File: src/hw/rtl/crc_enc_pkg.sv
// ----------------------------------------------------------------------------
// crc_enc_pkg
// Shared types and constants for the systematic CRC codeword encoder.
// ----------------------------------------------------------------------------
package crc_enc_pkg;

    localparam int MAX_GEN_LEN = 9;
    localparam int POLY_W      = 9;
    localparam int LEN_W       = 4;
    localparam int CW_W        = 24;

    localparam int QUEUE_DEPTH = 4;
    localparam int QPTR_W      = 2;
    localparam int QCNT_W      = 3;

    localparam int CFG_IDX_W   = 2;
    localparam int CFG_DATA_W  = 9;

    localparam logic [CFG_IDX_W-1:0] CFG_POLY = 2'd0;
    localparam logic [CFG_IDX_W-1:0] CFG_LEN  = 2'd1;
    localparam logic [CFG_IDX_W-1:0] CFG_MODE = 2'd2;

    typedef struct packed {
        logic [POLY_W-1:0] poly;
        logic [LEN_W-1:0]  len;
        logic              mode8;
    } t_cfg;

    localparam t_cfg CFG_RESET = '{poly: 9'd11, len: 4'd4, mode8: 1'b1};

    // codeword right aligned; three is set when it spans three bytes
    typedef struct packed {
        logic [CW_W-1:0] cw;
        logic            three;
    } t_word;

    typedef struct packed {
        logic              full;
        logic              empty;
        logic [QCNT_W-1:0] count;
    } t_q_stat;

endpackage

File: src/hw/rtl/crc_enc_front.sv
// ----------------------------------------------------------------------------
// crc_enc_front
// Accepts input bytes, builds the codeword and hands it to the queue.
// ----------------------------------------------------------------------------
module crc_enc_front (
    input  logic                   i_clk,
    input  logic                   i_rst_n,
    input  crc_enc_pkg::t_cfg      i_cfg,
    input  logic                   i_push,
    input  logic [7:0]             i_data_byte,
    input  crc_enc_pkg::t_q_stat   i_q_stat,
    output logic                   o_full,
    output logic                   o_q_push,
    output crc_enc_pkg::t_word     o_word
);

    // remainder of a left-aligned dataword of nbits bits, one bit a step
    function automatic logic [7:0] f_rem(input logic [7:0] d, input logic [3:0] nbits,
                                         input logic [2:0] top, input logic [7:0] mask,
                                         input logic [7:0] gpl);
        logic [7:0] r;
        logic       fb;
        r = '0;
        for (int j = 0; j < 8; j++) begin
            if (4'(j) < nbits) begin
                fb = d[3'(7 - j)] ^ r[top];
                r  = ((r << 1) ^ (fb ? gpl : 8'd0)) & mask;
            end
        end
        return r;
    endfunction

    function automatic crc_enc_pkg::t_word f_encode(input logic [7:0] b,
                                                    input crc_enc_pkg::t_cfg c);
        logic [3:0]  len;
        logic [7:0]  mask;
        logic [7:0]  gpl;
        logic [7:0]  rem_b;
        logic [7:0]  rem_h;
        logic [7:0]  rem_l;
        logic [11:0] up;
        logic [11:0] lo;
        crc_enc_pkg::t_word w;
        if (c.len < 4'd2) begin
            len = 4'd2;
        end else if (c.len > 4'(crc_enc_pkg::MAX_GEN_LEN)) begin
            len = 4'(crc_enc_pkg::MAX_GEN_LEN);
        end else begin
            len = c.len;
        end
        mask  = 8'((9'd1 << (len - 4'd1)) - 9'd1);
        gpl   = c.poly[7:0] & mask;
        rem_b = f_rem(b, 4'd8, 3'(len - 4'd2), mask, gpl);
        rem_h = f_rem({b[7:4], 4'b0}, 4'd4, 3'(len - 4'd2), mask, gpl);
        rem_l = f_rem({b[3:0], 4'b0}, 4'd4, 3'(len - 4'd2), mask, gpl);
        up    = (12'({8'b0, b[7:4]}) << (len - 4'd1)) | {4'b0, rem_h};
        lo    = (12'({8'b0, b[3:0]}) << (len - 4'd1)) | {4'b0, rem_l};
        if (c.mode8) begin
            w.cw    = ({16'b0, b} << (len - 4'd1)) | {16'b0, rem_b};
            w.three = 1'b0;
        end else begin
            w.cw    = ({12'b0, up} << (len + 4'd3)) | {12'b0, lo};
            w.three = (len > 4'd5);
        end
        return w;
    endfunction

    logic               r_valid;
    logic               n_valid;
    crc_enc_pkg::t_word r_word;
    logic               accept;

    assign o_q_push = r_valid && !i_q_stat.full;
    assign o_full   = r_valid && i_q_stat.full;
    assign accept   = i_push && !o_full;
    assign o_word   = r_word;

    always_comb begin
        n_valid = r_valid;
        if (accept) begin
            n_valid = 1'b1;
        end else if (o_q_push) begin
            n_valid = 1'b0;
        end
    end

    always_ff @(posedge i_clk) begin
        if (!i_rst_n) begin
            r_valid <= 1'b0;
        end else begin
            r_valid <= n_valid;
        end
    end

    always_ff @(posedge i_clk) begin
        if (accept) begin
            r_word <= f_encode(i_data_byte, i_cfg);
        end
    end

endmodule

File: src/hw/rtl/crc_enc_queue.sv
// ----------------------------------------------------------------------------
// crc_enc_queue
// Short queue of finished codewords between the front and the serializer.
// ----------------------------------------------------------------------------
module crc_enc_queue (
    input  logic                   i_clk,
    input  logic                   i_rst_n,
    input  logic                   i_push,
    input  crc_enc_pkg::t_word     i_word,
    input  logic                   i_pop,
    output crc_enc_pkg::t_word     o_word,
    output crc_enc_pkg::t_q_stat   o_stat
);

    crc_enc_pkg::t_word                    r_mem [crc_enc_pkg::QUEUE_DEPTH];
    logic [crc_enc_pkg::QPTR_W-1:0]        r_wr_ptr;
    logic [crc_enc_pkg::QPTR_W-1:0]        r_rd_ptr;
    logic [crc_enc_pkg::QCNT_W-1:0]        r_count;
    logic [crc_enc_pkg::QCNT_W-1:0]        n_count;
    logic                                  do_push;
    logic                                  do_pop;

    assign o_stat.full  = (r_count == crc_enc_pkg::QCNT_W'(crc_enc_pkg::QUEUE_DEPTH));
    assign o_stat.empty = (r_count == '0);
    assign o_stat.count = r_count;
    assign o_word       = r_mem[r_rd_ptr];

    assign do_push = i_push && !o_stat.full;
    assign do_pop  = i_pop && !o_stat.empty;

    always_comb begin
        n_count = r_count;
        if (do_push && !do_pop) begin
            n_count = r_count + 1'b1;
        end else if (do_pop && !do_push) begin
            n_count = r_count - 1'b1;
        end
    end

    always_ff @(posedge i_clk) begin
        if (!i_rst_n) begin
            r_wr_ptr <= '0;
            r_rd_ptr <= '0;
            r_count  <= '0;
        end else begin
            if (do_push) begin
                r_wr_ptr <= r_wr_ptr + 1'b1;
            end
            if (do_pop) begin
                r_rd_ptr <= r_rd_ptr + 1'b1;
            end
            r_count <= n_count;
        end
    end

    always_ff @(posedge i_clk) begin
        if (do_push) begin
            r_mem[r_wr_ptr] <= i_word;
        end
    end

endmodule

File: src/hw/rtl/crc_enc_back.sv
// ----------------------------------------------------------------------------
// crc_enc_back
// Serializes queued codewords into bytes, most significant first.
// ----------------------------------------------------------------------------
module crc_enc_back (
    input  logic                   i_clk,
    input  logic                   i_rst_n,
    input  crc_enc_pkg::t_q_stat   i_q_stat,
    input  crc_enc_pkg::t_word     i_word,
    output logic                   o_q_pop,
    input  logic                   pop,
    output logic                   empty,
    output logic [7:0]             o_code_byte,
    output logic                   o_last_byte
);

    logic                          r_busy;
    logic [1:0]                    r_rem;
    logic [crc_enc_pkg::CW_W-1:0]  r_cw;
    logic                          r_out_valid;
    logic [7:0]                    r_out_byte;
    logic                          r_out_last;
    logic                          out_free;
    logic                          emit;
    logic                          is_last;
    logic [7:0]                    sel_byte;

    assign out_free = !r_out_valid || pop;
    assign emit     = r_busy && out_free;
    assign is_last  = (r_rem == 2'd1);
    // fetch a codeword while idle, or the next one as the current one sends its final byte
    assign o_q_pop  = !i_q_stat.empty && (!r_busy || (emit && is_last));

    always_comb begin
        case (r_rem)
            2'd3:    sel_byte = r_cw[23:16];
            2'd2:    sel_byte = r_cw[15:8];
            default: sel_byte = r_cw[7:0];
        endcase
    end

    always_ff @(posedge i_clk) begin
        if (!i_rst_n) begin
            r_busy      <= 1'b0;
            r_out_valid <= 1'b0;
        end else begin
            if (emit) begin
                r_out_valid <= 1'b1;
                if (is_last) begin
                    r_busy <= 1'b0;
                end
            end else if (pop) begin
                r_out_valid <= 1'b0;
            end
            if (o_q_pop) begin
                r_busy <= 1'b1;
            end
        end
    end

    always_ff @(posedge i_clk) begin
        if (emit) begin
            r_out_byte <= sel_byte;
            r_out_last <= is_last;
            r_rem      <= r_rem - 2'd1;
        end
        if (o_q_pop) begin
            r_cw  <= i_word.cw;
            r_rem <= i_word.three ? 2'd3 : 2'd2;
        end
    end

    assign empty       = !r_out_valid;
    assign o_code_byte = r_out_byte;
    assign o_last_byte = r_out_last;

endmodule

File: src/hw/rtl/crc_codeword_encoder_core.sv
// ----------------------------------------------------------------------------
// crc_codeword_encoder_core
// Systematic CRC codeword encoder: byte in, 2 or 3 codeword bytes out.
//
//   channel   handshake             payload
//   input     push / full           i_data_byte
//   result    empty / pop           o_code_byte, o_last_byte
//   config    i_cfg_valid/o_cfg_ready  i_cfg_index, i_cfg_data
//
// A byte is taken every cycle while the codeword queue has room. Results
// leave one byte per cycle while pop is held, two or three per item; the
// serializer fetches the next item as the current one sends its final byte.
// First byte of an item passes front register, queue, serializer registers.
// Reset is synchronous, active low; it empties the pipeline and sets
// generator 11, length 4, 8-bit mode. Either side may stall independently.
// ----------------------------------------------------------------------------
module crc_codeword_encoder_core (
    input  logic                                i_clk,
    input  logic                                i_rst_n,
    input  logic                                push,
    output logic                                full,
    input  logic [7:0]                          i_data_byte,
    output logic                                empty,
    input  logic                                pop,
    output logic [7:0]                          o_code_byte,
    output logic                                o_last_byte,
    input  logic                                i_cfg_valid,
    output logic                                o_cfg_ready,
    input  logic [crc_enc_pkg::CFG_IDX_W-1:0]   i_cfg_index,
    input  logic [crc_enc_pkg::CFG_DATA_W-1:0]  i_cfg_data
);

    crc_enc_pkg::t_cfg     r_cfg;
    crc_enc_pkg::t_word    front_word;
    crc_enc_pkg::t_word    q_word;
    crc_enc_pkg::t_q_stat  q_stat;
    logic                  q_push;
    logic                  q_pop;

    assign o_cfg_ready = 1'b1;

    always_ff @(posedge i_clk) begin
        if (!i_rst_n) begin
            r_cfg <= crc_enc_pkg::CFG_RESET;
        end else if (i_cfg_valid && o_cfg_ready) begin
            case (i_cfg_index)
                crc_enc_pkg::CFG_POLY: r_cfg.poly  <= i_cfg_data;
                crc_enc_pkg::CFG_LEN:  r_cfg.len   <= i_cfg_data[3:0];
                crc_enc_pkg::CFG_MODE: r_cfg.mode8 <= i_cfg_data[0];
                default: ;
            endcase
        end
    end

    crc_enc_front u_front (
        .i_clk       (i_clk),
        .i_rst_n     (i_rst_n),
        .i_cfg       (r_cfg),
        .i_push      (push),
        .i_data_byte (i_data_byte),
        .i_q_stat    (q_stat),
        .o_full      (full),
        .o_q_push    (q_push),
        .o_word      (front_word)
    );

    crc_enc_queue u_queue (
        .i_clk   (i_clk),
        .i_rst_n (i_rst_n),
        .i_push  (q_push),
        .i_word  (front_word),
        .i_pop   (q_pop),
        .o_word  (q_word),
        .o_stat  (q_stat)
    );

    crc_enc_back u_back (
        .i_clk       (i_clk),
        .i_rst_n     (i_rst_n),
        .i_q_stat    (q_stat),
        .i_word      (q_word),
        .o_q_pop     (q_pop),
        .pop         (pop),
        .empty       (empty),
        .o_code_byte (o_code_byte),
        .o_last_byte (o_last_byte)
    );

`ifndef SYNTH
    a_q_bound: assert property (@(posedge i_clk) disable iff (!i_rst_n)
        q_stat.count <= crc_enc_pkg::QCNT_W'(crc_enc_pkg::QUEUE_DEPTH))
        else $error("codeword queue count out of range");

    a_no_overflow: assert property (@(posedge i_clk) disable iff (!i_rst_n)
        !(q_push && q_stat.full))
        else $error("front pushed into a full queue");

    a_no_underflow: assert property (@(posedge i_clk) disable iff (!i_rst_n)
        q_pop |-> !q_stat.empty)
        else $error("serializer popped an empty queue");

    a_reset_empty: assert property (@(posedge i_clk)
        !i_rst_n |=> empty)
        else $error("result side not empty after reset");
`endif

endmodule

File: config.mk
export PLATFORM = sky130hd
export DESIGN_NAME = crc_codeword_encoder_core
export DESIGN_NICKNAME = d
export VERILOG_FILES = /design/src/hw/rtl/crc_enc_pkg.sv /design/src/hw/rtl/crc_enc_front.sv /design/src/hw/rtl/crc_enc_queue.sv /design/src/hw/rtl/crc_enc_back.sv /design/src/hw/rtl/crc_codeword_encoder_core.sv
export SDC_FILE = /design/constraint.sdc
export NUM_CORES = 1
export LEC_CHECK = 0
export BUFFER_PORTS_ARGS = -buffer_cell sky130_fd_sc_hd__buf_4
export CAP_MARGIN = 0
export CORE_UTILIZATION = 30
export CTS_CLUSTER_DIAMETER = 50
export DETAILED_ROUTE_END_ITERATION = 7
export PLACE_DENSITY = 0.5
export SLEW_MARGIN = 20
export SYNTH_ARGS = -nofsm -noshare
export SYNTH_HDL_FRONTEND = slang
export SYNTH_SLANG_ARGS = --single-unit
export TNS_END_PERCENT = 100
File: constraint.sdc
create_clock -name i_clk -period 8.2 [get_ports i_clk]
set_clock_uncertainty 0.1 [all_clocks]
set_input_delay 0.41 -clock i_clk [delete_from_list [all_inputs] [get_ports i_clk]]
set_output_delay 0.41 -clock i_clk [all_outputs]
set_load 0.005 [all_outputs]
==> Word level (Yosys, flattened, before mapping) <==
Memory sizes are Yosys's and may differ from the RTL's. A register that Yosys moved wholly into a read port is not among the register bits.
Cells that the tools add are included.
{ "totals": {"romBits": 0, "register_bits": 83, "n_memories": 1, "in_bits": 24, "out_inout_bits": 12, "mem_bits_rw": 100, "latchBits": 0} }
{ "memory_table": {"columns": ["memory", "words", "word_bits", "read_ports", "rd_clocked_by_memory_dff", "write_ports", "line", "source"], "rows": [
  ["u_queue.r_mem", 4, 25, 1, 1, 1, "crc_enc_queue.sv:15", "crc_enc_pkg::t_word r_mem [crc_enc_pkg::QUEUE_DEPTH];"]
]} }
{ "op_classes": {"reduce_logical": 30, "order_cmp": 4, "eq_ne": 6, "addsub": 9, "shift": 5, "div": 0, "n_mux": 41, "n_bitwise": 20, "mul": 0} }
{ "op_table": {"columns": ["op", "count"], "rows": [
  ["2-to-1 mux 8 bit", 9],
  ["AND 8 bit", 6],
  ["bitwise XOR 8 bit", 4],
  ["2-to-1 mux 25 bit", 1],
  ["bitwise OR 12 x 8 -> 12 bit", 2],
  ["bitwise OR 24 x 12 -> 24 bit", 1],
  ["bitwise OR 24 x 8 -> 24 bit", 1],
  ["<< shifter 12 x 4 -> 24 bit", 1],
  ["<< shifter 4 x 4 -> 12 bit", 2],
  ["<< shifter 8 x 4 -> 24 bit", 1],
  ["one-hot mux 8 bit (2 select lines)", 1],
  ["2-to-1 mux 1 bit", 14],
  ["binary-select mux 1 bit (select 3 bit)", 4],
  ["2-to-1 mux 4 bit", 3],
  ["logical AND 1 bit", 10],
  ["nonzero test 2 bit", 5],
  ["2-to-1 mux 2 bit", 4],
  ["AND reduction 2 bit", 4],
  ["<< shifter 1 x 4 -> 8 bit (first input constant)", 1],
  ["subtractor 8 x 1 -> 8 bit (second input constant)", 1],
  ["AND 7 bit", 1],
  ["logical NOT 1 bit", 7],
  ["2-to-1 mux 7 bit", 1],
  ["AND 6 bit", 1],
  ["21 further kinds", 30]
]} }

==> Logic depth before layout (Yosys ltp) <==
Gate-level depths: netlist of the first run.
{ "logic_depth": {"word_depth": 44, "depth_mapped": 32, "ltp_nobuf": 25} }

==> Hierarchy <==
A second synthesis of the first run with hierarchy kept.
{ "unflattened": {"hier_cells": 875, "area_unflattened_um2": 10097.2} }
{ "modules_own_cells": {"columns": ["mod", "n_inst", "cells_each", "area_each_um2"], "rows": [
  ["crc_enc_queue", 1, 179, 4121.5],
  ["crc_enc_front", 1, 548, 3970.1],
  ["crc_enc_back", 1, 84, 1386.3],
  ["crc_codeword_encoder_core", 1, 64, 619.3]
]} }

==> Worst setup path after synthesis of the first run <==
OpenSTA, ideal clock, no wires.
{ "synth_path": {"path_type": "flip-flop to flip-flop", "from": "reg r_cfg[3] (netlist bit)", "to": "reg u_front.r_word, in the netlist u_front.o_word[1], data pin", "setup_slack_ps": 1087, "t_arrival_ps": 6756, "period_less_slack_ps": 7113, "path_buffers": 6, "path_stages_with_launch": 30, "required_ps": 7843, "path_cell_list": "dfxtp_1 -> buf_4 -> or2_1 -> a21oi_1 -> buf_2 -> buf_1 -> clkbuf_1 -> ha_1 -> xnor2_1 -> nor3_2 -> nand2_1 -> ha_1 -> inv_1 -> or3_1 -> a21oi_1 -> a41o_1 -> o2111ai_1 -> and3_1 -> buf_2 -> and3_1 -> and4bb_1 -> a221oi_1 -> a32oi_2 -> and2_1 -> buf_6 -> a311o_1 -> nor4b_2 -> nor3_2 -> xor2_1 -> a32o_1"} }
{ "synth_via": {"elab_chain_cells": 43, "word_cells_on_any_way": 54, "cone_classes": "add/sub: 4; order compare: 2; shift: 5; mux: 23; bitwise: 20"} }
{ "synth_rtl": {"columns": ["item", "line", "source"], "rows": [
  ["from (decl)", "crc_codeword_encoder_core.sv:33", "crc_enc_pkg::t_cfg r_cfg;"],
  ["from (signal assigned)", "crc_codeword_encoder_core.sv:44", "r_cfg <= crc_enc_pkg::CFG_RESET;"],
  ["> comparator 4 bit", "crc_enc_front.sv:46", "end else if (c.len > 4'(crc_enc_pkg::MAX_GEN_LEN)) begin"],
  ["2-to-1 mux 4 bit", "crc_enc_front.sv:46", null],
  ["2-to-1 mux 4 bit (*)", "crc_enc_front.sv:44", "if (c.len < 4'd2) begin"],
  ["2-to-1 mux 4 bit (*)", "crc_enc_front.sv:96", "if (accept) begin"],
  ["subtractor 4 x 1 -> 4 bit", null, null],
  ["<< shifter 1 x 4 -> 8 bit", "crc_enc_front.sv:51", "mask = 8'((9'd1 << (len - 4'd1)) - 9'd1);"],
  ["subtractor 8 x 1 -> 8 bit", "crc_enc_front.sv:51", null],
  ["AND 6 bit", "crc_enc_front.sv:27", "r = ((r << 1) ^ (fb ? gpl : 8'd0)) & mask;"],
  ["[... 27 more ...]", null, null],
  ["2-to-1 mux 1 bit (implied by the code)", "crc_enc_front.sv:26", "fb = d[3'(7 - j)] ^ r[top];"],
  ["bitwise XOR 1 bit", "crc_enc_front.sv:26", null],
  ["2-to-1 mux 8 bit", "crc_enc_front.sv:27", null],
  ["bitwise XOR 8 bit", "crc_enc_front.sv:27", null],
  ["AND 8 bit", "crc_enc_front.sv:27", null],
  ["2-to-1 mux 8 bit", "crc_enc_front.sv:96", null],
  ["bitwise OR 24 x 8 -> 24 bit", "crc_enc_front.sv:59", "w.cw = ({16'b0, b} << (len - 4'd1)) | {16'b0, rem_b};"],
  ["2-to-1 mux 25 bit (*)", "crc_enc_front.sv:58", "if (c.mode8) begin"],
  ["to (signal assigned)", "crc_enc_front.sv:97", "r_word <= f_encode(i_data_byte, i_cfg);"],
  ["to (decl)", "crc_enc_front.sv:70", "crc_enc_pkg::t_word r_word;"]
]} }
Mark *: on every way between the ends. The rest lies on a longest branch, timed or not. The select of a mux whose other input is x is not followed.
A chain may end at the register's enable or synchronous reset.

==> Worst setup path in the final report of the first run <==
{ "layout_path": {"from": "reg r_cfg[4] (netlist bit)", "to": "reg u_front.r_word, in the netlist u_front.o_word[3], data pin"} }
Same word-level chain as after synthesis.

==> flow_summary.json, run 1 <==
{
  "die_w_um": 185,
  "synthAdderAreaFrac_pct": 2.58,
  "critPathLaunchType": "register",
  "clock_path_buffers": 2,
  "postRouteAntennaNets": 0,
  "rsz0062_at_grt": "no",
  "ys_warn_count": 0,
  "synth_top_flop_cell": "edfxtp_1",
  "ctsResizeCount": 0,
  "cts_tree": "built",
  "post_cts_buffers": 0,
  "clkTransAtPathRegs_ns": 0.08,
  "dr.pass1.iters": 5,
  "ys_seq_area_share_pct": 53.0,
  "finalHoldViolCount": 0,
  "worstPathMaxFanout": 14,
  "period_share_pct": 94.0,
  "grt_pass1_wl_mm": 38.2,
  "wire_per_inst_um": 18.2,
  "ys_types": 91,
  "relSlewSlack_pct": 35.7,
  "hold_ws_ns": 0.102,
  "start_util_pct": 30.6,
  "clock.fmax_mhz": 130,
  "critical_path_class": "reg -> reg",
  "place_ws_ns": 0.580,
  "ys_ff_latch": 185,
  "drive_above_1_share_pct": 16.5,
  "grt_pass1_vias": 6779,
  "area.growth.synth_to_final_pct": 13.4,
  "layout_min_cycle_time_ns": 7.71,
  "drc": 0,
  "worst_pin_slew_ns": 0.965,
  "synth-edff-count": 160,
  "avgSynthCellArea_um2": 11.5,
  "power_density_nw_per_um2": 265,
  "crit_arrival_ns": 7.78,
  "dieArea_um2": 34100,
  "clock_latency_ns": 0.43,
  "synth_top_area_share_pct": 48.0,
  "cts.sinks": 185,
  "cts-htree-levels": 4,
  "antenna_found_initial": 0,
  "antenna_cells": 0,
  "syn-instance-count": 871,
  "numCtsBuffers": 17,
  "synth-compound-area-share_pct": 13.2,
  "outcome": "complete, no violations",
  "num_rows": 66,
  "min-delay-start": "push",
  "synthMuxAreaShare_pct": 9.18,
  "root_buffer": "clkbuf_16",
  "synthMostInstantiatedCell": "edfxtp_1",
  "drtIter0Drc": 578,
  "synthesis.area_um2": 10000,
  "layout.nets": 928,
  "total_leakage_power_uw": 0.00387,
  "setup_viol": 0,
  "synth_top_area_cell": "edfxtp_1",
  "grt_use_met3_pct": 2.51,
  "p_total_uw": 3010,
  "synth_top_family_by_area": "simple AND/OR/NAND/NOR gates",
  "grt_busiest_layer": "met2",
  "dp_hpwl_mm": 16.5,
  "port_buffers": 33,
  "grt_max_degree": 43,
  "die_h_um": 185,
  "cap_violations": 0,
  "synth_common_cells": "160 x edfxtp_1, 106 x nand2_1, 43 x clkbuf_1, 43 x nor2_1, 38 x a21oi_1",
  "synth-xor-area-share_pct": 1.74,
  "grt_remaining_overflow": 0,
  "ir_drop_mv": 0.140,
  "crit_start": "r_cfg[4]",
  "endpoint_kind": "register",
  "synth_area_leaders": "edfxtp_1 48%, mux4_2 6.5%, dfxtp_1 5.0%, nand2_1 4.0%, ha_1 2.4%",
  "ctsHoldBuffers": 0,
  "via_per_inst": 5.26,
  "fin_util_pct": 34.7,
  "wl_mm": 24.4,
  "pin_count": 36,
  "coreArea_um2": 32700,
  "hold_path_class": "in -> reg",
  "r2r_start": "r_cfg[4]",
  "synth_nets": 915,
  "async_flop_share_pct": 0,
  "tns_ns": 0,
  "layout_setup_ws_ns": 0.491,
  "track_usage_pct": 14.7,
  "cp.required_ns": 8.27,
  "synth_simple_gate_area_share_pct": 17.0,
  "place_congestion": 0.841,
  "slew_viol_final": 0,
  "via_count": 7040,
  "met1_usage_pct": 19.5,
  "met2_usage_pct": 24.2
}
stage by stage:
step	instances	instance area (um2)
finish	1339	11300
detailed placement	1307	10700
floorplan	871	10000
global route	1339	11300
CTS	1339	11300
global placement	1307	10700
cells in the final DEF (no fill, tap or decap), types with 8 or more instances in the layout:
| cell | n |
|---|---|
| nand2b_1 | 9 |
| and2_1 | 16 |
| nor3_1 | 25 |
| nand2_1 | 106 |
| nor4_1 | 8 |
| nand3b_1 | 11 |
| a22oi_1 | 15 |
| mux2i_1 | 22 |
| nor2b_1 | 11 |
| ha_1 | 19 |
| nor2_1 | 43 |
| and3_1 | 9 |
| buf_4 | 55 |
| nand3_1 | 30 |
| dfxtp_1 | 24 |
| o21ai_0 | 29 |
| xnor2_1 | 8 |
| clkbuf_16 | 17 |
| mux4_2 | 29 |
| a31oi_1 | 14 |
| a211oi_1 | 10 |
| a21oi_1 | 36 |
| edfxtp_1 | 160 |
| nand4_1 | 12 |
| xor2_1 | 9 |
| inv_1 | 17 |
kinds of logic after synthesis:
group | count (synthesis)
and+or+nand+nor | 327
DFF | 185
AOI/OAI and AO/OA | 183
buffers and inverters | 81
muxes | 55
adders and majority gates | 20
xor gates and xnor gates | 19
other | 1
area by class of cell:
cell class	count	area, um2
fillers	3258	21400
well taps	442	553
multi-input cells	605	4390
inverters	20	75.1
clock inverters	15	178
repair buffers	55	413
clock buffers	17	425
flip-flops and latches	185	5310
power by group:
group | switching [uW] | leakage (uW) | internal [uW]
clock network | 380 | 0.000296 | 438
registers | 101 | 0.00171 | 1270
logic | 485 | 0.00186 | 334
total | 966 | 0.00387 | 2040
layer usage:
metal | part of all wire [%] | vias up
li1 | - | 3383
met1 | 46 | 3412
met2 | 47 | 207
met3 | 4.7 | 38
met4 | 2.0 | 0
met5 | 0 | -
sequential cells by signal, summed over array words and instances (netlist names), named ones only:
name / flops
u_back.r_out_valid: 1
u_back.r_rem: 2
u_back.o_code_byte: 8
u_queue.r_rd_ptr: 2
u_back.r_busy: 1
u_queue.r_count: 3
r_cfg: 13
u_queue.r_mem: 100
u_queue.r_wr_ptr: 2
u_front.o_word: 25
u_back.r_cw: 24
u_front.r_valid: 1
u_back.o_last_byte: 1
worst max-delay path, cell delays in order (launching register included):
cell and delay [ns]:
dfxtp_1 0.63, a21oi_1 0.13, inv_2 0.28, ha_1 0.23
o211ai_1 0.12, nor3b_2 0.22, nor3_2 0.49, nand2_1 0.12
ha_1 0.31, inv_1 0.23, or3_1 0.15, a21oi_1 0.06
a41o_1 0.24, o2111ai_1 0.49, and3_1 0.39, and3_1 0.19
and4bb_1 0.28, a221oi_1 0.55, a221o_1 0.44, nand4_1 0.16
a211oi_1 0.33, a2111oi_2 0.09, buf_4 0.20, nor3_2 0.61
mux4_2 0.33, nand3_1 0.09
worst paths after layout:
check	endpoint	slack, ns	cells past startpoint
worst max-delay path	u_front.o_word[3]	0.49	25
worst min-delay path	u_front.r_valid	0.10	2
worst max register to register	u_front.o_word[3]	0.49	25
worst min register to register	u_queue.r_mem[0][4]	0.40	0
Note: power is estimated with default switching activity, not from simulation.
==> run 2: changes to the inputs <==
Settings changed: PLACE_DENSITY 0.5 to 0.51.
Clock period 8.2 ns to 6.4 ns, I/O delays scaled along.
==> run 2 against run 1 <==
Sequential share of layout area shrank 1.7 points. Global-route usage grew 0.32 points. Via count grew 2.1%. Utilization grew 1.4 points. Combinational power grew 37%.
==> flow_summary.json, run 2 (synthesis gave the netlist of run 1 again) <==
{
  "r2r_cells": 21,
  "place_congestion": 0.914,
  "drc": 0,
  "wl_mm": 24.9,
  "regMostFlops": "u_queue.r_mem",
  "mostFrequentLayoutCells": "160 x edfxtp_1, 106 x nand2_1, 88 x buf_4, 43 x nor2_1, 35 x a21oi_1",
  "crit_arrival_ns": 6.17,
  "dp_hpwl_mm": 17.1,
  "total_leakage_power_uw": 0.00407,
  "cts-htree-levels": 4,
  "clock_path_buffers": 2,
  "slew_viol_final": 0,
  "fin_util_pct": 36.0,
  "pin_count": 36,
  "via_per_inst": 5.23,
  "die_h_um": 185,
  "root_buffer": "clkbuf_16",
  "worst_pin_slew_ns": 1.03,
  "dp_cells": 1336,
  "r2r_end": "u_front.o_word[4]",
  "via_count": 7186,
  "grt_pass1_vias": 6992,
  "power_density_nw_per_um2": 334,
  "wire_per_inst_um": 18.1,
  "start_util_pct": 30.6,
  "clkTransAtPathRegs_ns": 0.07,
  "largest_reg_flops": 100,
  "die_w_um": 185,
  "num_rows": 66,
  "min_to": "r_cfg[8]",
  "track_usage_pct": 15.0,
  "dieArea_um2": 34100,
  "relSlewSlack_pct": 30.6,
  "place_area_um2": 11000,
  "outcome": "complete, no violations",
  "period_share_pct": 95.7,
  "coreArea_um2": 32700,
  "postRouteAntennaNets": 0,
  "whs_path_depth": 3,
  "min-delay-start": "i_cfg_data[3]",
  "mostFrequentLayoutCell": "edfxtp_1",
  "ir_drop_mv": 0.172,
  "area.growth.synth_to_final_pct": 17.8,
  "antenna_found_initial": 0,
  "grt_max_degree": 43,
  "clock_latency_ns": 0.42,
  "r2r_start": "r_cfg[3]",
  "grt_remaining_overflow": 0,
  "dr.pass1.iters": 5,
  "grt_pass1_wl_mm": 39.4,
  "crit_start": "r_cfg[3]",
  "hold_path_class": "in -> reg",
  "clock.fmax_mhz": 163,
  "numCtsBuffers": 17,
  "p_total_uw": 3940,
  "cts.sinks": 185,
  "instances_no_fill": 1375,
  "drtIter0Drc": 625,
  "worstPathMaxFanout": 11,
  "layout.nets": 964,
  "drive_above_1_share_pct": 22.2,
  "finalHoldViolCount": 0,
  "critical_path_class": "reg -> reg",
  "cap_violations": 0,
  "hold_ws_ns": 0.0265,
  "layout_min_cycle_time_ns": 6.13,
  "critPathLaunchType": "register",
  "antenna_cells": 0,
  "port_buffers": 33,
  "design_area_um2": 11800,
  "r2r_setup_slack_ns": 0.27,
  "cts_tree": "built",
  "setup_viol": 0,
  "cp.required_ns": 6.44,
  "endpoint_kind": "register"
}
==> run 2: changes by cell type in the layout (fill, tap and decap cells not counted), moves of 3 or more <==
cell | before | now
dfxtp_1 | 24 | 20
buf_4 | 55 | 88
a211oi_2 | 0 | 3
a211oi_1 | 10 | 7
dfxtp_2 | 1 | 4
==> run 2: power by group <==
part / switching [uW] / internal (uW)
sequential: 133 / 1630
clock: 470 / 592
combinational: 638 / 478
total: 1240 / 2700
==> run 2: timing repair <==
action / 4_1_cts / 5_1_grt
endpoints found under the setup margin: 0 / 8
hold endpoints to repair: 0 / 1
hold buffers: 0 / 1
resized for setup: 0 / 33
setup buffers: 0 / 5
==> run 2: metrics by stage <==
step / TNS (ns) / setup slack (ns)
after floorplan: 0 / 0.00835
after global placement: 0 / 0.122
after detailed placement: 0 / 0.0454
after CTS: 0 / 0.0160
after global routing: -0.00894 / -0.00894
final: 0 / 0.273
==> run 2: routing by layer <==
layer / GRT usage (%) / up-vias / share of wire [%]
li1: - / 3455 / -
met1: 19.9 / 3551 / 46
met2: 25.2 / 160 / 49
met3: 2.61 / 20 / 3.5
met4: 3.93 / 0 / 1.2
met5: 0 / - / 0
==> run 2: how the worst max path moves through the flow <==
| stage | to | cells after the start |
|---|---|---|
| floorplan | u_front.o_word[1] | 29 |
| global placement | u_front.o_word[1] | 26 |
| detailed placement | u_front.o_word[5] | 26 |
| CTS | u_front.o_word[1] | 26 |
| global route | u_front.o_word[2] | 26 |
| finish | u_front.o_word[4] | 21 |
==> run 2: worst max-delay path: stages (launching register included) <==
cell and delay, ns:
dfxtp_2 0.38, or2_1 0.28, a21oi_4 0.21, buf_4 0.16, buf_4 0.20, ha_1 0.25
nor2_1 0.09, a211o_1 0.33, a311o_1 0.42, a221oi_4 0.46, a31oi_4 0.12, mux2_2 0.35
mux2i_1 0.13, o21a_2 0.27, a221o_1 0.38, and2_1 0.20, a311o_1 0.39, nor4b_4 0.43
nor3_4 0.13, buf_4 0.17, a211oi_1 0.23, nand2_1 0.14
==> run 2: cell type report <==
type	count	area (um2)
Clock buffer	17	425
Timing Repair Buffer	91	687
Sequential cell	185	5310
Fill cell	3256	20900
Tap cell	442	553
Multi-Input combinational cell	605	4550
Clock inverter	15	176
Inverter	20	76.3
